File: src/hw/rtl/dbct_pkg.sv
`timescale 1ns / 1ps
// ----------------------------------------------------------------------------
// dbct_pkg
// Shared types, codes and helpers of the debounced bell button and chime
// timer unit.
// ----------------------------------------------------------------------------
package dbct_pkg;

  // Counter and register widths.
  localparam int unsigned CntW      = 16;
  localparam int unsigned DebounceW = 10;
  localparam int unsigned CfgIdxW   = 2;
  localparam int unsigned CfgDataW  = 16;

  // Register reset values.
  localparam logic [DebounceW-1:0] DebounceRst = DebounceW'(50);
  localparam logic [CntW-1:0]      RingRst     = CntW'(1500);
  localparam logic [CntW-1:0]      LockRst     = CntW'(3000);

  // Remote command codes.
  localparam logic [1:0] FUNC_NONE    = 2'd0;
  localparam logic [1:0] FUNC_ENABLE  = 2'd1;
  localparam logic [1:0] FUNC_DISABLE = 2'd2;
  localparam logic [1:0] FUNC_RING    = 2'd3;

  // Configuration register indexes.
  localparam logic [CfgIdxW-1:0] CFG_DEBOUNCE = 2'd0;
  localparam logic [CfgIdxW-1:0] CFG_RING     = 2'd1;
  localparam logic [CfgIdxW-1:0] CFG_LOCK     = 2'd2;

  // One tick beat on the input side.
  typedef struct packed {
    logic [1:0] func;
    logic       button_level;
    logic       publish_accepted;
  } in_t;

  // One result beat.
  typedef struct packed {
    logic chime_drive;
    logic publish_request;
    logic ring_ended;
    logic channel_enabled;
    logic press_active;
  } out_t;

  // Increment that sticks at the all-ones value.
  function automatic logic [CntW-1:0] sat_inc(input logic [CntW-1:0] v);
    logic [CntW-1:0] r;
    if (&v) begin
      r = v;
    end else begin
      r = v + CntW'(1);
    end
    return r;
  endfunction

endpackage

File: src/hw/rtl/debounced_bell_button_and_chime_timer_unit.sv
`timescale 1ns / 1ps
// Each result beat is registered as its tick beat is accepted. Throughput:
// one tick beat per cycle while not stalled; the whole update is a single
// pass of short logic from the state registers into the result register.
// Reset: counters clear, the last level reads released, the channel is
// enabled and the registers take their default values (50, 1500, 3000).
// ----------------------------------------------------------------------------
// debounced_bell_button_and_chime_timer_unit
// Startup lockout, button debounce, press/publish tracking and a one-shot
// chime timer for one bell channel, stepped once per tick beat.
// ----------------------------------------------------------------------------
module debounced_bell_button_and_chime_timer_unit (
  input  logic                              clk_i,
  input  logic                              rst_ni,
  input  logic                              in_valid_i,
  output logic                              in_stall_o,
  input  dbct_pkg::in_t                     in_data_i,
  output logic                              out_valid_o,
  input  logic                              out_stall_i,
  output dbct_pkg::out_t                    out_data_o,
  input  logic                              cfg_we_i,
  input  logic [dbct_pkg::CfgIdxW-1:0]      cfg_idx_i,
  input  logic [dbct_pkg::CfgDataW-1:0]     cfg_wdata_i
);

  // Configuration registers.
  logic [dbct_pkg::DebounceW-1:0] debounce_q;
  logic [dbct_pkg::CntW-1:0]      ring_ticks_q;
  logic [dbct_pkg::CntW-1:0]      lock_ticks_q;

  // Channel state.
  logic [dbct_pkg::CntW-1:0] lock_q, lock_d;
  logic [dbct_pkg::CntW-1:0] settle_q, settle_d;
  logic [dbct_pkg::CntW-1:0] ring_el_q, ring_el_d;
  logic last_q, last_d;
  logic pressed_q, pressed_d;
  logic published_q, published_d;
  logic ringing_q, ringing_d;
  logic enable_q, enable_d;

  // Result register.
  logic           out_valid_q;
  dbct_pkg::out_t out_q, out_d;

  logic in_accept;
  logic trigger;
  logic started;
  logic ended;
  logic ring_active;

  // A new beat is taken unless a finished result is stuck in the output.
  assign in_stall_o  = out_valid_q & out_stall_i;
  assign in_accept   = in_valid_i & ~in_stall_o;
  assign out_valid_o = out_valid_q;
  assign out_data_o  = out_q;

  // Configuration writes.
  always_ff @(posedge clk_i or negedge rst_ni) begin
    if (!rst_ni) begin
      debounce_q   <= dbct_pkg::DebounceRst;
      ring_ticks_q <= dbct_pkg::RingRst;
      lock_ticks_q <= dbct_pkg::LockRst;
    end else if (cfg_we_i) begin
      case (cfg_idx_i)
        dbct_pkg::CFG_DEBOUNCE: debounce_q   <= cfg_wdata_i[dbct_pkg::DebounceW-1:0];
        dbct_pkg::CFG_RING:     ring_ticks_q <= cfg_wdata_i;
        dbct_pkg::CFG_LOCK:     lock_ticks_q <= cfg_wdata_i;
        default: ;
      endcase
    end
  end

  // Next state and result of one tick.
  always_comb begin
    lock_d      = dbct_pkg::sat_inc(lock_q);
    settle_d    = settle_q;
    ring_el_d   = ring_el_q;
    last_d      = in_data_i.button_level;
    pressed_d   = pressed_q;
    published_d = published_q;
    ringing_d   = ringing_q;
    enable_d    = enable_q;
    trigger     = 1'b0;
    started     = 1'b0;
    ended       = 1'b0;
    ring_active = 1'b0;

    // The command acts before the button processing.
    case (in_data_i.func)
      dbct_pkg::FUNC_ENABLE:  enable_d = 1'b1;
      dbct_pkg::FUNC_DISABLE: enable_d = 1'b0;
      dbct_pkg::FUNC_RING:    trigger  = 1'b1;
      default: ;
    endcase

    if (lock_q < lock_ticks_q) begin
      // Lockout: track the level only, ring state stays frozen.
      settle_d    = '0;
      pressed_d   = 1'b0;
      published_d = 1'b0;
    end else begin
      // Debounce: the level must hold longer than the settle time.
      if (in_data_i.button_level != last_q) begin
        settle_d = '0;
      end else begin
        settle_d = dbct_pkg::sat_inc(settle_q);
      end

      if (settle_d > {{(dbct_pkg::CntW-dbct_pkg::DebounceW){1'b0}}, debounce_q}) begin
        if (!in_data_i.button_level) begin
          if (!pressed_q) begin
            pressed_d   = 1'b1;
            published_d = 1'b0;
            trigger     = 1'b1;
          end
        end else begin
          pressed_d = 1'b0;
        end
      end

      // One-shot chime timer.
      started     = trigger & enable_d & ~ringing_q;
      ring_active = ringing_q | started;
      if (started) begin
        ring_el_d = '0;
      end else if (ringing_q) begin
        ring_el_d = dbct_pkg::sat_inc(ring_el_q);
      end
      ringing_d = ring_active;
      if (ring_active && (ring_el_d >= ring_ticks_q)) begin
        ringing_d = 1'b0;
        ended     = 1'b1;
      end

      // Publish handshake with the network side.
      if (pressed_d && !published_d && in_data_i.publish_accepted) begin
        published_d = 1'b1;
      end
    end

    out_d.chime_drive     = ringing_d;
    out_d.publish_request = pressed_d & ~published_d;
    out_d.ring_ended      = ended;
    out_d.channel_enabled = enable_d;
    out_d.press_active    = pressed_d;
  end

  // State registers, updated on each accepted beat.
  always_ff @(posedge clk_i or negedge rst_ni) begin
    if (!rst_ni) begin
      lock_q      <= '0;
      settle_q    <= '0;
      ring_el_q   <= '0;
      last_q      <= 1'b1;
      pressed_q   <= 1'b0;
      published_q <= 1'b0;
      ringing_q   <= 1'b0;
      enable_q    <= 1'b1;
    end else if (in_accept) begin
      lock_q      <= lock_d;
      settle_q    <= settle_d;
      ring_el_q   <= ring_el_d;
      last_q      <= last_d;
      pressed_q   <= pressed_d;
      published_q <= published_d;
      ringing_q   <= ringing_d;
      enable_q    <= enable_d;
    end
  end

  // Output valid flag.
  always_ff @(posedge clk_i or negedge rst_ni) begin
    if (!rst_ni) begin
      out_valid_q <= 1'b0;
    end else if (in_accept) begin
      out_valid_q <= 1'b1;
    end else if (!out_stall_i) begin
      out_valid_q <= 1'b0;
    end
  end

  // Output payload.
  always_ff @(posedge clk_i) begin
    if (in_accept) begin
      out_q <= out_d;
    end
  end

  // A ring that ends in a tick leaves the chime off.
  a_end_chime_off: assert property (@(posedge clk_i) disable iff (!rst_ni)
    out_valid_q && out_q.ring_ended |-> !out_q.chime_drive)
    else $error("ring_ended reported with chime still driven");

  // A publish request only exists while the press flag is set.
  a_req_needs_press: assert property (@(posedge clk_i) disable iff (!rst_ni)
    out_valid_q && out_q.publish_request |-> out_q.press_active)
    else $error("publish request without a press");

  // The lockout counter never runs backwards.
  a_lock_monotonic: assert property (@(posedge clk_i) disable iff (!rst_ni)
    ##1 lock_q >= $past(lock_q))
    else $error("lockout counter decreased");

  // A fresh ring starts its timer from zero.
  a_ring_starts_zero: assert property (@(posedge clk_i) disable iff (!rst_ni)
    $rose(ringing_q) |-> ring_el_q == '0)
    else $error("ring timer not cleared at ring start");

endmodule

File: config.mk
export PLATFORM = sky130hd
export DESIGN_NAME = debounced_bell_button_and_chime_timer_unit
export DESIGN_NICKNAME = d
export VERILOG_FILES = /design/src/hw/rtl/dbct_pkg.sv /design/src/hw/rtl/debounced_bell_button_and_chime_timer_unit.sv
export SDC_FILE = /design/constraint.sdc
export NUM_CORES = 1
export LEC_CHECK = 0
export BUFFER_PORTS_ARGS = -buffer_cell sky130_fd_sc_hd__buf_2
export CAP_MARGIN = 25
export CORE_AREA = 2 2 126 128
export CTS_CLUSTER_DIAMETER = 40
export CTS_CLUSTER_SIZE = 28
export DETAILED_ROUTE_END_ITERATION = 10
export DIE_AREA = 0 0 128 130
export HOLD_SLACK_MARGIN = 0.1
export PLACE_DENSITY = 0.62
export SLEW_MARGIN = 0
export SYNTH_ARGS = -nofsm -noshare
export SYNTH_HDL_FRONTEND = slang
export SYNTH_SLANG_ARGS = --single-unit
File: constraint.sdc
create_clock -name clk_i -period 10.1 [get_ports clk_i]
set_input_delay 0.505 -clock clk_i [delete_from_list [all_inputs] [get_ports clk_i]]
set_output_delay 0.505 -clock clk_i [all_outputs]
set_load 0.03 [all_outputs]
Word-level counts from Yosys, hierarchy flattened:

Index checks and enable logic that the tools add are counted.
W data, S select, Z words.

* register bits after elaboration: 101
* input bits: 27
* logic and storage cells: 83

* $add $sub $neg: 3
* magnitude comparators: 3
* eq/ne operators: 7
* muxes and demuxes: 29
* bitwise operators: 11
* reductions and logical operators: 13

Operator list (count)
* $mux W16: 8
* $add A16 B1 Y16 const B: 3
* $reduce_and A16 Y1: 3
* $mux W1: 20
* $ge A16 B16 Y1: 1
* $gt A16 B10 Y1: 1
* $lt A16 B16 Y1: 1
* $reduce_and A2 Y1: 5
* $eq A2 B2 Y1 const B: 3
* $and A1 B1 Y1: 5
* $not A1 Y1: 5
* $eq A2 B1 Y1 const B: 2
* $logic_and A1 B1 Y1: 3
* $logic_not A2 Y1: 1
* $ne A2 B1 Y1 const B: 1
* $pmux W1 S2: 1
* $logic_not A1 Y1: 1
* $ne A1 B1 Y1: 1
* $or A1 B1 Y1: 1

Depth between registers and ports, before layout:

* depth after elaboration: 15
* mapped depth: 25
* gate-level depth less buffers: 24

Least setup slack after synthesis:

OpenSTA, ideal clock, no wires.

* path type: register -> register
* start point: reg settle_q[0] (netlist name)
* end point: reg ringing_q
* setup time: 104 ps
* arrival time: 4611 ps
* setup slack: 5385 ps
* cell stages (with the launch flop): 24
* buffers on the path: 1
* cell sequence: dfrtp_1 > ha_1 > nand4_1 > nor2_1 > a2111oi_0 > xnor2_1 > nor2_1 > ha_1 > a211oi_1 > o21ai_0 > a221oi_1 > o211ai_1 > o31a_1 > buf_2 > nand2b_1 > ha_1 > nand2b_1 > a21o_1 > a21o_1 > a21oi_1 > o21ai_0 > a21oi_1 > nor2_1 > a221oi_1

* word-level cells in the longest chain between the ends: 15

RTL lines
* start, declared: RTL line debounced_bell_button_and_chime_timer_unit.sv:33 `logic [dbct_pkg::CntW-1:0] settle_q, settle_d;`
* start signal, assigned: RTL line debounced_bell_button_and_chime_timer_unit.sv:161 `settle_q <= settle_d;`
* $add A16 B1 Y16 / $reduce_and A16 Y1 (equally long branches): RTL line dbct_pkg.sv:53, dbct_pkg.sv:50
* $mux W16 (*): RTL line dbct_pkg.sv:50 `if (&v) begin`
* $mux W16 (*): RTL line debounced_bell_button_and_chime_timer_unit.sv:103 `if (in_data_i.button_level != last_q) begin`
* $mux W16 (*): RTL line debounced_bell_button_and_chime_timer_unit.sv:96 `if (lock_q < lock_ticks_q) begin`
* $gt A16 B10 Y1 (*): RTL line debounced_bell_button_and_chime_timer_unit.sv:109 `if (settle_d > {{(dbct_pkg::CntW-dbct_pkg::DebounceW){1'b0}}, debounce_q}) begin`
* $mux W1 (*): RTL line debounced_bell_button_and_chime_timer_unit.sv:109
* $mux W1 (*): RTL line debounced_bell_button_and_chime_timer_unit.sv:96
* $and A1 B1 Y1 (*) (2 in series): RTL line debounced_bell_button_and_chime_timer_unit.sv:122 `started = trigger & enable_d & ~ringing_q;`
* $mux W16: RTL line debounced_bell_button_and_chime_timer_unit.sv:124 `if (started) begin`
* $mux W16: RTL line debounced_bell_button_and_chime_timer_unit.sv:96
* $ge A16 B16 Y1: RTL line debounced_bell_button_and_chime_timer_unit.sv:130 `if (ring_active && (ring_el_d >= ring_ticks_q)) begin`
* $logic_and A1 B1 Y1: RTL line debounced_bell_button_and_chime_timer_unit.sv:130
* $mux W1 (*): RTL line debounced_bell_button_and_chime_timer_unit.sv:130
* $mux W1 (*): RTL line debounced_bell_button_and_chime_timer_unit.sv:96
* end signal, assigned: RTL line debounced_bell_button_and_chime_timer_unit.sv:166 `ringing_q <= ringing_d;`
* end, declared: RTL line debounced_bell_button_and_chime_timer_unit.sv:38 `logic ringing_q, ringing_d;`

Mark *: on every way between the ends. The rest lies on a longest branch, timed or not. The select of a mux whose other input is x is not followed.
A chain may end at the register's enable or synchronous reset.

Worst setup path in the final report:

Ends and elaborated chain as after synthesis.

==> run_results.csv <==
group,metric,value,unit
status,outcome,"complete, no violations",
sta,post-route-period-util,53.7,%
final_layout,multiInputGateArea,0.00319,mm2
route,drtAntennaViolNets,0,
route,wl_per_cell,15.4,um
run,drv_cap,0,
pwr,powerDensity,150,mW/mm2
placed_design,place_area,0.00642,mm2
clock_network,cts_buffer_depth,2,
sta,setup_viol,0,
floorplanning,die_width,128,um
placed_design,dp_hpwl,9.74,mm
route,routed_wl,13.3,mm
final_layout,n_antenna_cell,0,
synthesis,syn-num-nets,707,
worst_setup_path,regToRegStartpoint,"settle_q[0]",
clock_network,insertion_delay,0.36,ns
floorplanning,initial_core_util,39.2,%
clock_network,clk_pin_slew,0.07,ns
clock_network,htreeDepth,3,
synthesis,ys_ff_latch,101,
route,vias,4750,
placed_design,placed_cells,845,
pwr,power.internal,719,uW
sta,relSlewSlack,36.7,%
global_routing,antenna_found_initial,0,
worst_setup_path,cp_max_fo,29,
worst_setup_path,cp_cell_sequence,"ha_1 -> nand4_1 -> nor2_1 -> nand2_1 -> nand3_1 -> nor2_1 -> xnor2_1 -> nor2_1 -> ha_1 -> a21o_1 -> a21o_1 -> a221oi_1 -> o211ai_1 -> o31a_1 -> buf_8 -> o21ai_0 -> ha_1 -> a21o_1 -> a21o_1 -> a21oi_1 -> o21ai_0 -> a21oi_1 -> nor2_1 -> a221oi_1",
synthesis,synth_edf_count,5,
route,firstDrtPassIters,5,
route,drc_errors,0,
global_routing,grt_overflow,0,
pwr,p_switching,295,uW
floorplanning,rows,46,
final_layout,final_nets,740,
sta,min_period,5.42,ns
global_routing,grt_util_all_layers,16.9,%
synthesis,ys_seq_area_share,42.6,%
sta,hold_violations,0,
worst_setup_path,cp-end-kind,"flip-flop",
sta,tns,0,ns
sta,holdWs,0.354,ns
final_layout,regArea,0.00258,mm2
hold_path,hold_class,"in -> reg",
worst_setup_path,cp-startpoint,"settle_q[0]",
worst_setup_path,reg2reg_depth,24,
final_layout,post-route-util,43.7,%
worst_setup_path,arrival,5.67,ns
synthesis,ys.warnings.count,0,
pwr,switching_share,29.1,%
floorplanning,die_y,130,um
clock_network,cts-root-buf,"clkbuf_16",
clock_network,cts_tree,"done",
pwr,total_power,1.01,mW
clock_network,cts_buffers,9,
clock_network,clock-sinks,101,
placed_design,pre_cts_ws,4.27,ns
pwr,clkPwrFrac,32.8,%
final_layout,stdcell_area,0.00675,mm2
synthesis,synth_area,0.00605,mm2
hold_path,holdPathStages,2,
synthesis,synthCells,634,
synthesis,synth_ff_type,"dfrtp_1",
floorplanning,core,0.0154,mm2
pwr,seqPwrFrac,49.1,%
final_layout,area_growth_syn_to_layout,11.5,%
worst_setup_path,cpMaxStageDelayCell,"dfrtp_1",
final_layout,instances_no_fill,864,
synthesis,yosysUniqueCellTypes,55,
sta,fmax,184,MHz
worst_setup_path,worstSetupPathType,"reg -> reg",
sta,skew,0.0104,ns
pwr,ir_drop,0.0991,mV
pwr,leakagePower,3.02,nW
synthesis,syn_area_per_cell,9.54,um2
route,via_per_inst,5.50,
global_routing,grt_pass1_vias,4596,
final_layout,layout-drive-gt1-share,17.3,%
global_routing,grt_max_degree,85,
pwr,combPwrFrac,18.1,%
sta,worst_slew_pin_slew,0.946,ns
worst_setup_path,start_kind,"flip-flop",
route,drt_iter0_markers,278,
floorplanning,io_pins,34,
placed_design,place_congestion,0.852,
floorplanning,dieArea,0.0166,mm2
sta,setup_slack,4.68,ns
final_layout,fill_cells,1527,
synthesis,synthArstFlopShare,95.0,%
worst_setup_path,worst_ep_required_time,10.34,ns
sta,maxSlewViolCount,0,
sta,rsz0062_at_grt,"no",
global_routing,grt_pass1_wl,22.5,mm
worst_setup_path,slowest_delay,0.45,ns
placed_design,port_buffers,33,
hold_path,min-delay-start,"in_valid_i",
-- sequential cells by signal, indices dropped and copies added, names as in the netlist --
signal	flops
ringing_q	1
out_data_o	5
settle_q	16
pressed_q	1
debounce_q	10
enable_q	1
last_q	1
ring_el_q	16
published_q	1
lock_ticks_q	16
lock_q	16
out_valid_o	1
ring_ticks_q	16
-- cells by family (layout without fill, tap and decap cells) --
family                   count (synthesis)  count (layout)  synth area share [%]
AO/OA/AOI/OAI                          136             136                  14.7
buffers and inverters                   73             111                  4.76
flip-flops                             101             101                  42.6
adder cells (fa/ha/maj)                 46              46                  9.51
AND/OR/NAND/NOR                        203             203                  16.0
multiplexers                            40              40                  7.38
XOR/XNOR                                35              35                  5.07
-- area by class of cell --
class | count | share of cell area, %
clock buffers | 10 | 3.39
repair buffers | 41 | 3.82
well taps | 192 | 3.56
inverters | 54 | 3.01
flip-flops and latches | 101 | 38.2
multi-input cells | 460 | 47.3
clock inverters | 6 | 0.705
-- power by group through the flow --
stage	Combinational (mW)	Clock, mW	Sequential [mW]
finish	0.184	0.332	0.498
global route	0.214	0.356	0.506
CTS	0.185	0.340	0.499
detailed placement	0.182	0	0.506
global placement	0.175	0	0.504
floorplan	0.131	0	0.498
-- repair_timing --
| action | in CTS | in global routing |
|---|---|---|
| gates resized for setup | 0 | 0 |
| hold buffers | 1 | 0 |
| buffers inserted | 0 | 0 |
| hold endpoints to repair | 12 | 0 |
-- critical path: cells and delay by family, from the launching register on --
| family | cells | cell delay, ns |
|---|---|---|
| flops | 1 | 0.45 |
| simple gates | 7 | 0.99 |
| xor+xnor | 1 | 0.18 |
| fa+ha+maj | 3 | 0.88 |
| compound gates | 12 | 2.61 |
| buf+inv | 1 | 0.17 |
-- final timing paths --
check | to | slack, ns
max | ringing_q | 4.68
min | out_valid_o | 0.35
max reg2reg | ringing_q | 4.68
min reg2reg | enable_q | 0.46
max in group asynchronous | lock_ticks_q[3] | 8.52
min in group asynchronous | settle_q[3] | 0.53
-- cell usage after synthesis, types with 3 or more instances --
cell / instances / area share, %
nand3_1: 17 / 1.4
nand2b_1: 7 / 0.72
nor2_1: 56 / 3.5
or3_1: 4 / 0.41
a22o_1: 3 / 0.43
nand3b_1: 3 / 0.37
xor2_1: 13 / 1.9
o21ai_0: 36 / 3.0
dfstp_2: 19 / 8.3
mux2i_1: 3 / 0.50
inv_1: 54 / 3.3
nor3_1: 14 / 1.2
o41ai_1: 6 / 0.87
a41oi_1: 3 / 0.43
a31oi_1: 5 / 0.52
xnor2_1: 22 / 3.2
a2bb2oi_1: 3 / 0.43
clkbuf_1: 13 / 0.81
dfrtp_1: 77 / 32
and4_1: 3 / 0.43
edfxtp_1: 5 / 2.5
a21o_1: 16 / 2.0
nand2_1: 60 / 3.7
a21oi_1: 29 / 2.4
a211oi_1: 3 / 0.37
buf_2: 5 / 0.41
or2_1: 3 / 0.31
o32ai_1: 3 / 0.43
mux2_2: 37 / 6.9
and3_1: 3 / 0.31
ha_1: 46 / 9.5
o31ai_1: 8 / 0.99
nand4_1: 17 / 1.8
nor4_1: 9 / 0.93
-- routing by layer --
metal  track usage [%]  routed length [um]
met1              22.7                6370
met2              27.4                6280
met3              4.59                 556
met4              4.33                 132
met5                 0                   0
-- layout by cell type, fill, tap and decap left out, types with 3 or more instances in the layout --
cell       count
dfrtp_1       77
nand2_1       60
nor2_1        56
inv_1         54
ha_1          46
mux2_2        37
o21ai_0       36
buf_2         32
a21oi_1       29
xnor2_1       22
dfstp_2       19
nand3_1       17
nand4_1       17
a21o_1        16
nor3_1        14
xor2_1        13
nor4_1         9
clkbuf_16      9
o31ai_1        8
nand2b_1       7
o41ai_1        6
buf_4          6
a31oi_1        5
edfxtp_1       5
or3_1          4
o32ai_1        3
a2bb2oi_1      3
or2_1          3
mux2i_1        3
a41oi_1        3
a211oi_1       3
nand3b_1       3
and4_1         3
and3_1         3
a22o_1         3
Power figures use the tool's default switching activity.
